File: config.mk
export PLATFORM = sky130hd
export DESIGN_NAME = sniffer_encap_option_parser_flat
export DESIGN_NICKNAME = d
export VERILOG_FILES = /design/src/rtl/sncap_pkg.sv /design/src/rtl/sncap_if.sv /design/src/rtl/sncap_in_reg.sv /design/src/rtl/sncap_parse.sv /design/src/rtl/sncap_out_reg.sv /design/src/rtl/sniffer_encap_option_parser.sv /design/src/flat_wrapper.sv
export VERILOG_INCLUDE_DIRS = /design/src /design/src/rtl
export SDC_FILE = /design/constraint.sdc
export NUM_CORES = 1
export LEC_CHECK = 0
export BUFFER_PORTS_ARGS = -buffer_cell sky130_fd_sc_hd__buf_2
export CORE_ASPECT_RATIO = 0.9
export CORE_MARGIN = 2
export CORE_UTILIZATION = 56
export DETAILED_ROUTE_END_ITERATION = 8
export PLACE_DENSITY = 0.86
export SETUP_SLACK_MARGIN = 0.2
export SYNTH_ARGS = -nofsm -noshare
export SYNTH_HDL_FRONTEND = slang
export SYNTH_HIERARCHICAL = 1
export SYNTH_SLANG_ARGS = --single-unit
File: constraint.sdc
create_clock -name i_clk -period 6.2 [get_ports i_clk]
set_input_delay 1.24 -clock i_clk [delete_from_list [all_inputs] [get_ports i_clk]]
set_output_delay 1.24 -clock i_clk [all_outputs]
set_load 0.02 [all_outputs]
File: src/rtl/sniffer_encap_option_parser_assert.svh
// Assertion macros used by the parser module sncap_parse.
// Each macro expects i_clk and i_rst_n in the scope where it is used.
`ifndef SNIFFER_ENCAP_OPTION_PARSER_ASSERT_SVH
`define SNIFFER_ENCAP_OPTION_PARSER_ASSERT_SVH

// The consequent must hold in the same cycle as the antecedent.
`define SNCAP_ASSERT_IMP(lbl, ante, cons) \
    lbl: assert property (@(posedge i_clk) disable iff (!i_rst_n) (ante) |-> (cons)) \
        else $error("sncap assertion failed");

// The consequent must hold in the cycle after the antecedent.
`define SNCAP_ASSERT_NXT(lbl, ante, cons) \
    lbl: assert property (@(posedge i_clk) disable iff (!i_rst_n) (ante) |=> (cons)) \
        else $error("sncap assertion failed");

`endif

File: src/rtl/sncap_pkg.sv
`default_nettype none

package sncap_pkg;

    localparam logic [1:0] StatGood   = 2'd0;
    localparam logic [1:0] StatUndecr = 2'd1;
    localparam logic [1:0] StatFcs    = 2'd2;
    localparam logic [1:0] StatNoEnd  = 2'd3;

    localparam logic [7:0] TagPad     = 8'd0;
    localparam logic [7:0] TagEnd     = 8'd1;
    localparam logic [7:0] TagSignal  = 8'd10;
    localparam logic [7:0] TagNoise   = 8'd11;
    localparam logic [7:0] TagRate    = 8'd12;
    localparam logic [7:0] TagTime    = 8'd13;
    localparam logic [7:0] TagKind    = 8'd14;
    localparam logic [7:0] TagCf      = 8'd15;
    localparam logic [7:0] TagUndecr  = 8'd16;
    localparam logic [7:0] TagFcs     = 8'd17;
    localparam logic [7:0] TagChannel = 8'd18;

    typedef struct packed {
        logic [7:0] data_byte;
        logic       first_byte;
        logic       last_byte;
    } t_in_item;

    typedef struct packed {
        logic [7:0]  version;
        logic [15:0] encap_code;
        logic [7:0]  signal_level;
        logic [7:0]  noise_level;
        logic [7:0]  data_rate;
        logic [31:0] timestamp_us;
        logic [7:0]  frame_kind;
        logic        cf_period;
        logic [7:0]  channel_number;
        logic [8:0]  present_mask;
        logic        undecrypted;
        logic        fcs_bad;
    } t_capture;

    typedef struct packed {
        logic [7:0]  version;
        logic [15:0] encap_code;
        logic [7:0]  signal_level;
        logic [7:0]  noise_level;
        logic [7:0]  data_rate;
        logic [31:0] timestamp_us;
        logic [7:0]  frame_kind;
        logic        cf_period;
        logic [7:0]  channel_number;
        logic [8:0]  present_mask;
        logic [15:0] payload_offset;
        logic [1:0]  frame_status;
    } t_result;

endpackage

`default_nettype wire

File: src/rtl/sncap_if.sv
`default_nettype none

interface sncap_byte_if;
    logic       valid;
    logic       ready;
    logic [7:0] data_byte;
    logic       first_byte;
    logic       last_byte;

    modport source(output valid, output data_byte, output first_byte, output last_byte,
                   input ready);
    modport sink(input valid, input data_byte, input first_byte, input last_byte,
                 output ready);
endinterface

interface sncap_res_if;
    logic        valid;
    logic        ready;
    logic [7:0]  version;
    logic [15:0] encap_code;
    logic [7:0]  signal_level;
    logic [7:0]  noise_level;
    logic [7:0]  data_rate;
    logic [31:0] timestamp_us;
    logic [7:0]  frame_kind;
    logic        cf_period;
    logic [7:0]  channel_number;
    logic [8:0]  present_mask;
    logic [15:0] payload_offset;
    logic [1:0]  frame_status;

    modport source(output valid, input ready,
                   output version, output encap_code, output signal_level,
                   output noise_level, output data_rate, output timestamp_us,
                   output frame_kind, output cf_period, output channel_number,
                   output present_mask, output payload_offset, output frame_status);
    modport sink(input valid, output ready,
                 input version, input encap_code, input signal_level,
                 input noise_level, input data_rate, input timestamp_us,
                 input frame_kind, input cf_period, input channel_number,
                 input present_mask, input payload_offset, input frame_status);
endinterface

`default_nettype wire

File: src/rtl/sncap_in_reg.sv
`default_nettype none

module sncap_in_reg (
    input  wire logic          i_clk,
    input  wire logic          i_rst_n,
    sncap_byte_if.sink         i_byte,
    input  wire logic          i_take,
    output logic               o_vld,
    output sncap_pkg::t_in_item o_item
);

    logic                r_vld;
    logic                n_vld;
    sncap_pkg::t_in_item r_item;
    logic                accept;

    assign i_byte.ready = !r_vld || i_take;
    assign accept       = i_byte.valid && i_byte.ready;

    always_comb begin
        n_vld = r_vld;
        if (accept) begin
            n_vld = 1'b1;
        end else if (i_take) begin
            n_vld = 1'b0;
        end
    end

    always_ff @(posedge i_clk) begin
        if (!i_rst_n) begin
            r_vld <= 1'b0;
        end else begin
            r_vld <= n_vld;
        end
    end

    always_ff @(posedge i_clk) begin
        if (accept) begin
            r_item.data_byte  <= i_byte.data_byte;
            r_item.first_byte <= i_byte.first_byte;
            r_item.last_byte  <= i_byte.last_byte;
        end
    end

    assign o_vld  = r_vld;
    assign o_item = r_item;

endmodule

`default_nettype wire

File: src/rtl/sncap_parse.sv
`default_nettype none

`include "sniffer_encap_option_parser_assert.svh"

module sncap_parse #(
    parameter int POSITION_BITS = 16
) (
    input  wire logic           i_clk,
    input  wire logic           i_rst_n,
    input  wire logic           i_step,
    input  sncap_pkg::t_in_item i_item,
    output logic                o_fire,
    output sncap_pkg::t_result  o_result
);

    localparam logic [2:0] PhIdle   = 3'd0;
    localparam logic [2:0] PhHeader = 3'd1;
    localparam logic [2:0] PhTag    = 3'd2;
    localparam logic [2:0] PhLen    = 3'd3;
    localparam logic [2:0] PhValue  = 3'd4;

    localparam logic [3:0] IdxSignal  = 4'd0;
    localparam logic [3:0] IdxNoise   = 4'd1;
    localparam logic [3:0] IdxRate    = 4'd2;
    localparam logic [3:0] IdxTime    = 4'd3;
    localparam logic [3:0] IdxKind    = 4'd4;
    localparam logic [3:0] IdxCf      = 4'd5;
    localparam logic [3:0] IdxUndecr  = 4'd6;
    localparam logic [3:0] IdxFcs     = 4'd7;
    localparam logic [3:0] IdxChannel = 4'd8;
    localparam logic [3:0] IdxLast    = 4'd8;

    localparam logic [POSITION_BITS-1:0] PosMax = '1;

    logic [2:0]               r_phase, n_phase;
    logic [POSITION_BITS-1:0] r_pos, n_pos, here;
    logic [3:0]               r_tag, n_tag;
    logic [7:0]               r_left, n_left;
    logic [1:0]               r_vidx, n_vidx;
    logic                     r_cdone, n_cdone;
    sncap_pkg::t_capture      r_cap, n_cap;
    logic                     ended;
    logic [1:0]               status;
    logic [15:0]              offset;
    logic [7:0]               b;

    assign b = i_item.data_byte;

    always_comb begin
        n_phase = r_phase;
        n_pos   = r_pos;
        n_tag   = r_tag;
        n_left  = r_left;
        n_vidx  = r_vidx;
        n_cdone = r_cdone;
        n_cap   = r_cap;
        here    = r_pos;
        ended   = 1'b0;
        o_fire  = 1'b0;
        status  = sncap_pkg::StatGood;
        if (i_step) begin
            if (i_item.first_byte) begin
                n_phase = PhHeader;
                n_pos   = '0;
                n_tag   = '0;
                n_left  = '0;
                n_vidx  = '0;
                n_cdone = 1'b0;
                n_cap   = '0;
            end
            if (n_phase != PhIdle) begin
                here = n_pos;
                if (n_pos != PosMax) begin
                    n_pos = n_pos + 1'b1;
                end
                unique case (n_phase)
                    PhHeader: begin
                        if (here == POSITION_BITS'(0)) begin
                            n_cap.version = b;
                        end else if (here == POSITION_BITS'(2)) begin
                            n_cap.encap_code[15:8] = b;
                        end else if (here == POSITION_BITS'(3)) begin
                            n_cap.encap_code[7:0] = b;
                            n_phase = PhTag;
                        end
                    end
                    PhTag: begin
                        if (b == sncap_pkg::TagEnd) begin
                            ended = 1'b1;
                        end else if (b >= sncap_pkg::TagSignal &&
                                     b <= sncap_pkg::TagChannel) begin
                            n_tag = 4'(b - sncap_pkg::TagSignal);
                            n_cap.present_mask[n_tag] = 1'b1;
                            n_phase = PhLen;
                            case (n_tag)
                                IdxSignal:  n_cap.signal_level   = '0;
                                IdxNoise:   n_cap.noise_level    = '0;
                                IdxRate:    n_cap.data_rate      = '0;
                                IdxTime:    n_cap.timestamp_us   = '0;
                                IdxKind:    n_cap.frame_kind     = '0;
                                IdxCf:      n_cap.cf_period      = 1'b0;
                                IdxUndecr:  n_cap.undecrypted    = 1'b0;
                                IdxFcs:     n_cap.fcs_bad        = 1'b0;
                                IdxChannel: n_cap.channel_number = '0;
                                default: ;
                            endcase
                        end
                    end
                    PhLen: begin
                        n_left  = b;
                        n_vidx  = '0;
                        n_cdone = 1'b0;
                        n_phase = (b == 8'd0) ? PhTag : PhValue;
                    end
                    PhValue: begin
                        if (!n_cdone) begin
                            if (n_tag == IdxTime) begin
                                n_cap.timestamp_us[{~n_vidx, 3'b000} +: 8] =
                                    n_cap.timestamp_us[{~n_vidx, 3'b000} +: 8] | b;
                            end else if (n_vidx == 2'd0) begin
                                case (n_tag)
                                    IdxSignal:  n_cap.signal_level   = b;
                                    IdxNoise:   n_cap.noise_level    = b;
                                    IdxRate:    n_cap.data_rate      = b;
                                    IdxKind:    n_cap.frame_kind     = b;
                                    IdxCf:      n_cap.cf_period      = |b;
                                    IdxUndecr:  n_cap.undecrypted    = |b;
                                    IdxFcs:     n_cap.fcs_bad        = |b;
                                    IdxChannel: n_cap.channel_number = b;
                                    default: ;
                                endcase
                            end
                            if (n_vidx == 2'd3) begin
                                n_cdone = 1'b1;
                            end else begin
                                n_vidx = n_vidx + 2'd1;
                            end
                        end
                        n_left = n_left - 8'd1;
                        if (n_left == 8'd0) begin
                            n_phase = PhTag;
                        end
                    end
                    default: ;
                endcase
                if (ended) begin
                    o_fire  = 1'b1;
                    n_phase = PhIdle;
                    if (n_cap.fcs_bad) begin
                        status = sncap_pkg::StatFcs;
                    end else if (n_cap.undecrypted) begin
                        status = sncap_pkg::StatUndecr;
                    end
                end else if (i_item.last_byte) begin
                    o_fire  = 1'b1;
                    n_phase = PhIdle;
                    status  = sncap_pkg::StatNoEnd;
                end
            end
        end
    end

    generate
        if (POSITION_BITS > 16) begin : g_sat
            assign offset = (|n_pos[POSITION_BITS-1:16]) ? 16'hFFFF : n_pos[15:0];
        end else begin : g_ext
            assign offset = 16'(n_pos);
        end
    endgenerate

    always_comb begin
        o_result.version        = n_cap.version;
        o_result.encap_code     = n_cap.encap_code;
        o_result.signal_level   = n_cap.signal_level;
        o_result.noise_level    = n_cap.noise_level;
        o_result.data_rate      = n_cap.data_rate;
        o_result.timestamp_us   = n_cap.timestamp_us;
        o_result.frame_kind     = n_cap.frame_kind;
        o_result.cf_period      = n_cap.cf_period;
        o_result.channel_number = n_cap.channel_number;
        o_result.present_mask   = n_cap.present_mask;
        o_result.payload_offset = offset;
        o_result.frame_status   = status;
    end

    always_ff @(posedge i_clk) begin
        if (!i_rst_n) begin
            r_phase <= PhIdle;
            r_pos   <= '0;
            r_tag   <= '0;
            r_left  <= '0;
            r_vidx  <= '0;
            r_cdone <= 1'b0;
        end else begin
            r_phase <= n_phase;
            r_pos   <= n_pos;
            r_tag   <= n_tag;
            r_left  <= n_left;
            r_vidx  <= n_vidx;
            r_cdone <= n_cdone;
        end
    end

    always_ff @(posedge i_clk) begin
        r_cap <= n_cap;
    end

    `SNCAP_ASSERT_NXT(a_idle_after_result, o_fire, r_phase == PhIdle)
    `SNCAP_ASSERT_IMP(a_value_has_bytes, r_phase == PhValue, r_left != 8'd0)
    `SNCAP_ASSERT_IMP(a_tag_in_range, (r_phase == PhLen) || (r_phase == PhValue), r_tag <= IdxLast)
    `SNCAP_ASSERT_IMP(a_header_clean, r_phase == PhHeader, r_cap.present_mask == 9'd0)
    `SNCAP_ASSERT_IMP(a_done_at_end, r_cdone, r_vidx == 2'd3)

endmodule

`default_nettype wire

File: src/rtl/sncap_out_reg.sv
`default_nettype none

module sncap_out_reg (
    input  wire logic          i_clk,
    input  wire logic          i_rst_n,
    input  wire logic          i_load,
    input  sncap_pkg::t_result i_result,
    output logic               o_room,
    sncap_res_if.source        o_result
);

    logic               r_vld;
    logic               n_vld;
    sncap_pkg::t_result r_res;

    assign o_room = !r_vld || o_result.ready;

    always_comb begin
        n_vld = r_vld;
        if (i_load) begin
            n_vld = 1'b1;
        end else if (o_result.ready) begin
            n_vld = 1'b0;
        end
    end

    always_ff @(posedge i_clk) begin
        if (!i_rst_n) begin
            r_vld <= 1'b0;
        end else begin
            r_vld <= n_vld;
        end
    end

    always_ff @(posedge i_clk) begin
        if (i_load) begin
            r_res <= i_result;
        end
    end

    assign o_result.valid          = r_vld;
    assign o_result.version        = r_res.version;
    assign o_result.encap_code     = r_res.encap_code;
    assign o_result.signal_level   = r_res.signal_level;
    assign o_result.noise_level    = r_res.noise_level;
    assign o_result.data_rate      = r_res.data_rate;
    assign o_result.timestamp_us   = r_res.timestamp_us;
    assign o_result.frame_kind     = r_res.frame_kind;
    assign o_result.cf_period      = r_res.cf_period;
    assign o_result.channel_number = r_res.channel_number;
    assign o_result.present_mask   = r_res.present_mask;
    assign o_result.payload_offset = r_res.payload_offset;
    assign o_result.frame_status   = r_res.frame_status;

endmodule

`default_nettype wire

File: src/rtl/sniffer_encap_option_parser.sv
// A result is offered from the output register once the parser has taken the byte that ends its packet.
// Throughput: one byte per cycle while the output register has room for a result.
// The input register is refilled in the same cycle it hands its byte to the parser.
// Reset is synchronous and active low; it empties both registers and idles the parser.
// After reset, bytes are ignored until a byte marked as the first of a packet arrives.
`default_nettype none

module sniffer_encap_option_parser #(
    parameter int POSITION_BITS = 16
) (
    input  wire logic   i_clk,
    input  wire logic   i_rst_n,
    sncap_byte_if.sink  i_byte,
    sncap_res_if.source o_result
);

    logic                in_vld;
    sncap_pkg::t_in_item in_item;
    logic                room;
    logic                step;
    logic                fire;
    sncap_pkg::t_result  res;

    assign step = in_vld && room;

    sncap_in_reg u_in_reg (
        .i_clk   (i_clk),
        .i_rst_n (i_rst_n),
        .i_byte  (i_byte),
        .i_take  (step),
        .o_vld   (in_vld),
        .o_item  (in_item)
    );

    sncap_parse #(
        .POSITION_BITS (POSITION_BITS)
    ) u_parse (
        .i_clk    (i_clk),
        .i_rst_n  (i_rst_n),
        .i_step   (step),
        .i_item   (in_item),
        .o_fire   (fire),
        .o_result (res)
    );

    sncap_out_reg u_out_reg (
        .i_clk    (i_clk),
        .i_rst_n  (i_rst_n),
        .i_load   (fire),
        .i_result (res),
        .o_room   (room),
        .o_result (o_result)
    );

endmodule

`default_nettype wire
File: src/flat_wrapper.sv
// flat-port wrapper written by rule: the top's interface ports become plain ports
module sniffer_encap_option_parser_flat 
#(
    parameter int POSITION_BITS = 16
)
  (i_clk, i_rst_n, i_byte_valid, i_byte_data_byte, i_byte_first_byte, i_byte_last_byte, i_byte_ready, o_result_valid, o_result_ready, o_result_version, o_result_encap_code, o_result_signal_level, o_result_noise_level, o_result_data_rate, o_result_timestamp_us, o_result_frame_kind, o_result_cf_period, o_result_channel_number, o_result_present_mask, o_result_payload_offset, o_result_frame_status);
  sncap_byte_if i_byte_i ();
  sncap_res_if o_result_i ();
  input  wire logic i_clk;
  input  wire logic i_rst_n;
  input wire logic [$bits(i_byte_i.valid)-1:0] i_byte_valid;
  input wire logic [$bits(i_byte_i.data_byte)-1:0] i_byte_data_byte;
  input wire logic [$bits(i_byte_i.first_byte)-1:0] i_byte_first_byte;
  input wire logic [$bits(i_byte_i.last_byte)-1:0] i_byte_last_byte;
  output wire logic [$bits(i_byte_i.ready)-1:0] i_byte_ready;
  output wire logic [$bits(o_result_i.valid)-1:0] o_result_valid;
  input wire logic [$bits(o_result_i.ready)-1:0] o_result_ready;
  output wire logic [$bits(o_result_i.version)-1:0] o_result_version;
  output wire logic [$bits(o_result_i.encap_code)-1:0] o_result_encap_code;
  output wire logic [$bits(o_result_i.signal_level)-1:0] o_result_signal_level;
  output wire logic [$bits(o_result_i.noise_level)-1:0] o_result_noise_level;
  output wire logic [$bits(o_result_i.data_rate)-1:0] o_result_data_rate;
  output wire logic [$bits(o_result_i.timestamp_us)-1:0] o_result_timestamp_us;
  output wire logic [$bits(o_result_i.frame_kind)-1:0] o_result_frame_kind;
  output wire logic [$bits(o_result_i.cf_period)-1:0] o_result_cf_period;
  output wire logic [$bits(o_result_i.channel_number)-1:0] o_result_channel_number;
  output wire logic [$bits(o_result_i.present_mask)-1:0] o_result_present_mask;
  output wire logic [$bits(o_result_i.payload_offset)-1:0] o_result_payload_offset;
  output wire logic [$bits(o_result_i.frame_status)-1:0] o_result_frame_status;
  assign i_byte_i.valid = i_byte_valid;
  assign i_byte_i.data_byte = i_byte_data_byte;
  assign i_byte_i.first_byte = i_byte_first_byte;
  assign i_byte_i.last_byte = i_byte_last_byte;
  assign i_byte_ready = i_byte_i.ready;
  assign o_result_valid = o_result_i.valid;
  assign o_result_i.ready = o_result_ready;
  assign o_result_version = o_result_i.version;
  assign o_result_encap_code = o_result_i.encap_code;
  assign o_result_signal_level = o_result_i.signal_level;
  assign o_result_noise_level = o_result_i.noise_level;
  assign o_result_data_rate = o_result_i.data_rate;
  assign o_result_timestamp_us = o_result_i.timestamp_us;
  assign o_result_frame_kind = o_result_i.frame_kind;
  assign o_result_cf_period = o_result_i.cf_period;
  assign o_result_channel_number = o_result_i.channel_number;
  assign o_result_present_mask = o_result_i.present_mask;
  assign o_result_payload_offset = o_result_i.payload_offset;
  assign o_result_frame_status = o_result_i.frame_status;
  sniffer_encap_option_parser #(.POSITION_BITS(POSITION_BITS)) u_core (.i_clk(i_clk), .i_rst_n(i_rst_n), .i_byte(i_byte_i), .o_result(o_result_i));
endmodule
## After elaboration in Yosys (flattened, before gate mapping)

Index checks and enable logic that the tools add are counted.
Widths: inputs -> output; s select.

- Register bits after elaboration: 278
- Output and inout port bits: 126
- Word-level logic and storage cells: 196

- $add $sub $neg: 5
- Magnitude comparators: 4
- Equal/unequal tests: 25
- Shifts and indexed selects: 3
- Muxes and demuxes: 102
- Bitwise logic cells: 3
- Reductions and logical operators: 19

Operators with widths:

| cell | number |
|---|---|
| $mux 108 | 4 |
| $mux 84 | 2 |
| $pmux 73 s2 | 1 |
| $mux 8 | 17 |
| $mux 16 | 6 |
| $mux 73 | 1 |
| $mux 24 | 3 |
| $mux 32 | 2 |
| $mux 3 | 12 |
| $mux 17 | 2 |
| $bwmux 32 | 1 |
| $eq 16x2->1 const B | 2 |
| $eq 4x3->1 const B | 8 |
| $shift 8x7->32 const A | 1 |
| $shiftx 32x6->8 | 1 |
| $shiftx 8x7->32 | 1 |
| $mux 2 | 13 |
| $mux 1 | 25 |
| $mux 4 | 6 |
| $add 16x1->16 const B | 1 |
| $eq 4x2->1 const B | 4 |
| $logic_not 16->1 | 1 |
| $logic_not 8->1 | 2 |
| $ne 16x16->1 const B | 1 |
| 33 further kinds | 44 |

## Longest topological paths before layout

Gate-level depths: netlist of the first run.

- Word-level depth: 15
- Mapped depth: 14
- Depth with buffers taken out: 10

## Modules after synthesis

Netlist of the first run, hierarchy kept.

Modules (own cells, without submodules):

| module | instances | cells an instance | area an instance (sq um) |
|---|---|---|---|
| sncap_parse | 1 | 818 | 7071.8 |
| sncap_out_reg | 1 | 128 | 3772.4 |
| sncap_in_reg | 1 | 15 | 357.8 |
| sniffer_encap_option_parser | 1 | 1 | 6.3 |

## Least setup slack after synthesis of the first run

No wires, ideal clock.

- Kind: input to register
- Start point: input o_result_ready
- End point: register u_core.u_out_reg.r_res (netlist bit u_core/u_out_reg/o_result.cf_period) (enable)
- Library setup time: 0.477 ns
- Arrival time: 4.758 ns
- Data required time: 5.723 ns
- Slack: 0.964 ns
- Cell stages on the path: 7
- Buffers on the path: 1
- Cell sequence: nand2b_4 > and2_1 > inv_1 > a31oi_1 > buf_2 > o21ai_0 > inv_1

- Word-level cells in the longest chain between the ends: 3

RTL lines:

| item | RTL line | text |
|---|---|---|
| start: declaration | flat_wrapper.sv:17 | `input wire logic [$bits(o_result_i.ready)-1:0] o_result_ready;` |
| $logic_or 1x1->1 | sncap_out_reg.sv:16 | `assign o_room = !r_vld \|\| o_result.ready;` |
| $logic_and 1x1->1 | sniffer_encap_option_parser.sv:24 | `assign step = in_vld && room;` |
| via u_core.step | sniffer_encap_option_parser.sv:20 | `logic step;` |
| $mux 1 | sncap_parse.sv:61 | `if (i_step) begin` |
| via u_core.fire | sniffer_encap_option_parser.sv:21 | `logic fire;` |
| end signal: assignment | sncap_out_reg.sv:37 | `r_res <= i_result;` |
| end: declaration | sncap_out_reg.sv:14 | `sncap_pkg::t_result r_res;` |

The timed path passes the listed nets, and every way through them passes these cells.
A chain may end at the register's enable or synchronous reset.

## Final worst setup path of the first run

- Start point: register u_core.u_in_reg.r_item (netlist bit u_core/u_in_reg/o_item[1])
- End point: register u_core.u_out_reg.r_res (netlist bit u_core/u_out_reg/o_result.channel_number[1]) (enable)

- Word-level cells in the longest chain between the ends: 9
- Elaborated cells on any way between the ends: 10
- Classes of those cells: eq/ne (1); mux (8); reduce/logical (1)

RTL lines:

| item | RTL line | text |
|---|---|---|
| start: declaration | sncap_in_reg.sv:14 | `sncap_pkg::t_in_item r_item;` |
| $mux 3 * | sncap_parse.sv:62 | `if (i_item.first_byte) begin` |
| $mux 3 * | sncap_parse.sv:61 |  |
| $eq 3x2->1 | sncap_parse.sv:76 | `unique case (n_phase)` |
| $mux 1 | sncap_parse.sv:76 |  |
| $mux 1 | sncap_parse.sv:71 | `if (n_phase != PhIdle) begin` |
| $mux 1 | sncap_parse.sv:61 |  |
| $mux 1 | sncap_parse.sv:146 | `if (ended) begin` |
| $mux 1 * | sncap_parse.sv:71 |  |
| $mux 1 * | sncap_parse.sv:61 |  |
| via u_core.fire | sniffer_encap_option_parser.sv:21 |  |

The timed path passes the listed nets; every way through them passes the cells marked *. The select of a mux whose other input is x is not followed.

==> results of run 1 <==
[cells in the final DEF (no fill, tap or decap), drive strengths merged, types with 9 or more instances in the layout]
master	instances
nand3	25
a221oi	9
ha	14
dfxtp	142
a21oi	20
xnor2	13
edfxtp	136
a22o	33
o2bb2ai	20
and2	18
inv	25
nor4	13
or3	11
mux2i	41
buf	150
nor3	31
nor2	68
o21ai	31
a32o	11
nand2	134
clkbuf	37
o22ai	14
[through the flow]
stage | util [%] | worst slack, ns | std cells | hold WS (ns) | cell area (um^2)
floorplan | - | 0.964 | 962 | 0.418 | 11200
detailed placement | 61.2 | 2.01 | 1323 | 0.454 | 12100
CTS | 65.5 | 2.33 | 1371 | 0.471 | 13000
global route | 65.5 | 2.01 | 1371 | 0.487 | 13000
global placement | 61.2 | 2.18 | 1323 | 0.436 | 12100
finish | 65.5 | 2.26 | 1371 | 0.469 | 13000
[area by class of cell]
| class | instances | area (um^2) | share of cell area (%) |
|---|---|---|---|
| sequential | 278 | 6930 | 53.4 |
| multi-input combinational | 615 | 3990 | 30.8 |
| timing repair buffer | 150 | 778 | 6.00 |
| clock buffer | 37 | 732 | 5.64 |
| tap | 255 | 319 | 2.46 |
| clock inverter | 11 | 126 | 0.974 |
| inverter | 25 | 96.3 | 0.743 |
[layer usage]
metal,vias up,wire [um]
li1,3827,-
met1,3988,11500
met2,459,12500
met3,50,2310
met4,0,573
met5,-,0
[cells by family after synthesis]
group	count (synthesis)	synth area share (%)
buffers and inverters	69	2.57
adders and majority gates	14	1.56
muxes	41	3.66
AOI/OAI and AO/OA	186	12.6
and+or+nand+nor	353	16.1
DFF	278	61.8
xor gates and xnor gates	21	1.64
[registers in the layout, indices dropped and copies added (netlist names), 4 cells and up]
name,count
u_core/u_out_reg/o_result.encap_code,16
u_core/u_parse/r_cap,108
u_core/u_parse/r_pos,16
u_core/u_out_reg/o_result.payload_offset,16
u_core/u_in_reg/o_item,10
u_core/u_parse/r_left,8
u_core/u_out_reg/o_result.noise_level,8
u_core/u_out_reg/o_result.channel_number,8
u_core/u_out_reg/o_result.signal_level,8
u_core/u_out_reg/o_result.timestamp_us,32
u_core/u_out_reg/o_result.present_mask,9
u_core/u_out_reg/o_result.version,8
u_core/u_parse/r_tag,4
u_core/u_out_reg/o_result.data_rate,8
u_core/u_out_reg/o_result.frame_kind,8
[synth_stat cells, drive strengths merged, types with 3 or more instances]
cell type	count	area share [%]
o2bb2ai	20	1.6
inv	25	0.84
a22o	33	2.6
a22oi	8	0.54
edfxtp	136	36
a21oi	20	0.89
and4	4	0.31
ha	14	1.6
nand2	134	4.5
o22ai	14	0.78
a221oi	9	0.76
clkbuf	28	0.94
xor2	8	0.63
nor2b	8	0.45
and3	7	0.39
a32o	11	0.98
mux2i	41	3.7
a21boi	3	0.30
o21ai	31	1.4
or2	3	0.17
nand3	25	1.1
nand4	8	0.45
buf	16	0.79
o41ai	3	0.23
o32ai	3	0.23
nand2b	8	0.58
and2	18	1.0
a31oi	4	0.22
nor3b	4	0.27
a311o	3	0.27
xnor2	13	1.0
nor3	31	1.7
or3	11	0.61
dfxtp	142	25
nor2	68	2.3
o21a	4	0.27
nor4	13	1.2
[power groups by stage]
stage               registers, uW  clock network, uW  logic (uW)
finish                       1990               1590         216
global route                 2000               1670         232
CTS                          1990               1610         213
detailed placement           2030                  0         212
global placement             2030                  0         206
floorplan                    2050                  0         120
[worst max-delay path, stage by stage, from the launching register on]
cell and delay, ns:
edfxtp_1 0.93, buf_4 0.38, inv_1 0.37, a31oi_1 0.38
o21ai_0 0.27, inv_4 0.67, buf_4 0.53
[worst max-delay path by stage]
stage | slack, ns | to | cells after the start
finish | 2.26 | u_core/u_out_reg/o_result.channel_number[1] | 6
global route | 2.01 | u_core/u_out_reg/o_result.channel_number[1] | 6
CTS | 2.33 | u_core/u_out_reg/o_result.channel_number[1] | 6
detailed placement | 2.01 | u_core/u_out_reg/o_result.channel_number[4] | 9
global placement | 2.18 | u_core/u_out_reg/o_result.timestamp_us[26] | 9
floorplan | 0.96 | u_core/u_out_reg/o_result.cf_period | 7
==> reports/results.ini, run 1 <==
[clock_network]
htree_levels = 1
cts.sinks = 278
cts_tree = built
cts_buffer_depth = 3
clock_latency_ns = 0.54
cts_buffers = 26
postCtsSetupBuffers = 0
post_cts_resized = 0
root_buffer = clkbuf_16
path_clk_slew_ns = 0.06
holdBufCountCts = 0

[timing]
setup_violations = 0
post-route-period-util_pct = 63.5
period_needed_ns = 3.94
worst_pin_slew_ns = 1.11
fmax_mhz = 254
rsz0062_at_grt = false
finClkSkew_ns = 0.0111
hold_viol_final = 0
slew_headroom_pct = 25.8
fin_setup_tns_ns = 0
slew_violations = 0

[placement]
io_buffers = 139
dp_hpwl_um = 17500
gp_congestion = 0.915

[route]
wl_um = 26900
drt_pass1_iterations = 6
dr.first_iter.drc_count = 889
wl_per_cell_um = 19.6
vias = 8324
viasPerCell = 6.07
ant_nets = 0
drc = 0

[status]
outcome = finished clean

[finish]
drive_gt1_share_pct = 19.4
fillers = 1481
final_nets = 1124
area_growth_pct = 15.7
diodes = 0

[global_routing]
top_usage_layer = met2
grt.total_usage_pct = 24.9
grt_pass1_wl_um = 42800
grtUsageMet2_pct = 39.9
grtUsageMet3_pct = 3.35
grt_pass1_vias = 7953
grt_max_degree = 59
gr-total-overflow = 0
antenna_found_initial = 0
use_met1_pct = 36.1

[power_and_ir_drop]
clkPwrFrac_pct = 41.8
p_total_uw = 3800
p_sw_uw = 861
pwr_density_cell_nw_per_um2 = 293
p_sw_share_pct = 22.6
p_leak_uw = 0.00489
irDropWorstVdd_uv = 185
power_frac_seq_pct = 52.5
intPower_uw = 2940
comb_power_share_pct = 5.7

[job]
cap_viol_max_count = 0

[logic_synthesis]
synth.distinct_cells = 76
synth_warnings = 6
ys_ff_latch = 278
synth_edf_count = 136
synth_area_per_cell_um2 = 11.7
synthCells = 962
synthFlopType = dfxtp_1
syn-num-nets = 990
async_flop_share_pct = 0
syn_area_um2 = 11200
ys_seq_area_share_pct = 61.8

[worst_setup_path]
required_ns = 6.38
r2r_start = u_core/u_in_reg/o_item[1]
worst_setup_path_start_kind = register
cp-end-kind = register
critPathKind = register to register
r2r_slack_ns = 2.26
arrival_ns = 4.12
startpoint = u_core/u_in_reg/o_item[1]
reg2reg_depth = 6
critical_path.max_fanout = 58
r2r-end = u_core/u_out_reg/o_result.channel_number[1]

[floorplanning]
start_util_pct = 56.6
io_pins = 140
die_x_um = 153
die_h_um = 138
die-area_um2 = 21200
rows = 49
core_um2 = 19800

[worst_hold_path]
holdCritStartpoint = u_core/u_parse/r_cap[3]
hold_path.class = register to register
min_to = u_core/u_parse/r_cap[3]
hold_depth = 2

No activity file was read; power rests on OpenSTA's default activity.
==> inputs of run 2 (changes only) <==
--- a/config.mk
+++ b/config.mk
@@ -9,9 +9,9 @@
 export BUFFER_PORTS_ARGS = -buffer_cell sky130_fd_sc_hd__buf_2
 export CORE_ASPECT_RATIO = 0.9
 export CORE_MARGIN = 2
-export CORE_UTILIZATION = 56
+export CORE_UTILIZATION = 52
 export DETAILED_ROUTE_END_ITERATION = 8
-export PLACE_DENSITY = 0.86
+export PLACE_DENSITY = 0.85
 export SETUP_SLACK_MARGIN = 0.2
 export SYNTH_ARGS = -nofsm -noshare
 export SYNTH_HDL_FRONTEND = slang
==> constraint.sdc (replaced) <==
create_clock -name i_clk -period 3.45 [get_ports i_clk]
set_input_delay 0.69 -clock i_clk [delete_from_list [all_inputs] [get_ports i_clk]]
set_output_delay 0.69 -clock i_clk [all_outputs]
set_load 0.02 [all_outputs]
==> reports/results.ini, run 2 (synthesized netlist as in run 1, its figures left out) <==
[status]
outcome = finished clean

[clock_network]
clock_latency_ns = 0.53
path_clk_slew_ns = 0.06
postCtsSetupBuffers = 0
htree_levels = 1
cts_buffer_depth = 3
cts_buffers = 27
root_buffer = clkbuf_16
cts_tree = built
post_cts_resized = 0
cts.sinks = 278
holdBufCountCts = 0

[global_routing]
antenna_found_initial = 1
grt_pass1_vias = 8035
grt.total_usage_pct = 23.9
grt_max_degree = 55
gr-total-overflow = 0
grt_pass1_wl_um = 43600

[power_and_ir_drop]
pwr_density_cell_nw_per_um2 = 541
irDropWorstVdd_uv = 306
p_leak_uw = 0.00507

[worst_setup_path]
slowest_stage = nor4_4
arrival_ns = 2.99
cp_slowest_stage_delay_ns = 0.64
cp_top_family = simple AND/OR/NAND/NOR gates
cp-end-kind = register
worst_setup_path_start_kind = register
critPathKind = register to register
required_ns = 3.69
path_buf_inv = 1
path_cells = inv_1 -> ha_1 -> xnor2_1 -> nor3b_1 -> o21ai_1 -> nor4_4 -> o22ai_1
critical_path.max_fanout = 8

[floorplanning]
die_h_um = 143
core_um2 = 21000
rows = 50
die-area_um2 = 22700
start_util_pct = 53.5
die_x_um = 159
io_pins = 140

[route]
wl_um = 27500
drt_pass1_iterations = 6
wl_per_cell_um = 19.3
vias = 8442
ant_nets = 0
viasPerCell = 5.92
dr.first_iter.drc_count = 1025
drc = 0

[finish]
fillers = 1533
final_cell_area_um2 = 13400
regArea_um2 = 6930
layout_common_cells = dfxtp_1, buf_2, edfxtp_1, nand2_1, nor2_1
area_growth_pct = 19.3
top_register = u_core/u_parse/r_cap
drive_gt1_share_pct = 21.8
largest_reg_flops = 108
multi_input_area_um2 = 4030
final_common_cell = dfxtp_1
final_nets = 1146
final_cells = 1426

[timing]
setup_violations = 0
hold-worst-slack_ns = 0.333
slew_violations = 0
hold_viol_final = 0
fmax_mhz = 363
post-route-period-util_pct = 79.9
rsz0062_at_grt = false
slew_headroom_pct = 37.0
worst_pin_slew_ns = 0.941
period_needed_ns = 2.76
finClkSkew_ns = 0.00919

[placement]
dp.cells = 1375
gp_congestion = 0.923
dp_hpwl_um = 18400
placed_cell_area_um2 = 12400
io_buffers = 139

[job]
cap_viol_max_count = 0

[worst_hold_path]
hold_path.class = input pin to register

==> run 2: worst register-to-register path, delay by kind of cell (launching register included) <==
family / cells / cell delay [ns]
AND/OR/NAND/NOR: 2 / 1.00
AO/OA/AOI/OAI: 2 / 0.48
XOR/XNOR: 1 / 0.12
flip-flops: 1 / 0.41
buffers and inverters: 1 / 0.23
adder cells (fa/ha/maj): 1 / 0.22
==> run 2: power breakdown <==
| part | switching [uW] | total [uW] | internal, uW |
|---|---|---|---|
| sequential | 35.1 | 3570 | 3530 |
| combinational | 301 | 424 | 123 |
| clock | 1230 | 3250 | 2020 |
==> run 2: routing by layer <==
metal	vias up	global-route usage, %	share of wire, %
met2	490	36.9	45
met4	0	7.73	2.7
met1	3995	33.5	42
met5	-	0	0
li1	3888	-	-
met3	69	5.90	10
==> run 2: cell type report <==
cell class / instances / share of cell area (%)
Timing Repair Buffer: 171 / 7.18
Antenna cell: 1 / 0.0187
Tap cell: 286 / 2.68
Inverter: 25 / 0.767
Clock buffer: 34 / 5.40
Clock inverter: 16 / 2.04
Multi-Input combinational cell: 615 / 30.1
Sequential cell: 278 / 51.8
==> run 2: final timing paths <==
| kind | startpoint | endpoint | slack (ns) | cells after the start |
|---|---|---|---|---|
| hold / removal | i_byte_first_byte | u_core/u_in_reg/o_item[1] | 0.33 | 1 |
| hold reg to reg | u_core/u_parse/r_cap[66] | u_core/u_parse/r_cap[66] | 0.47 | 1 |
| setup / recovery | u_core/u_in_reg/o_item[3] | u_core/u_out_reg/o_result.timestamp_us[10] | 0.69 | 7 |
| setup reg to reg | u_core/u_in_reg/o_item[3] | u_core/u_out_reg/o_result.timestamp_us[10] | 0.69 | 7 |
==> run 2: per-stage QoR <==
stage | TNS [ns] | total power (uW) | setup WS, ns | util, %
3_5_place_dp | 0 | 4050 | 0.628 | 59.1
2_1_floorplan | -17.42 | 3910 | -0.140 | -
4_1_cts | 0 | 7280 | 0.732 | 63.8
3_3_place_gp | 0 | 4050 | 0.697 | 59.1
5_1_grt | 0 | 7430 | 0.476 | 63.8
6_report | 0 | 7240 | 0.694 | 63.8
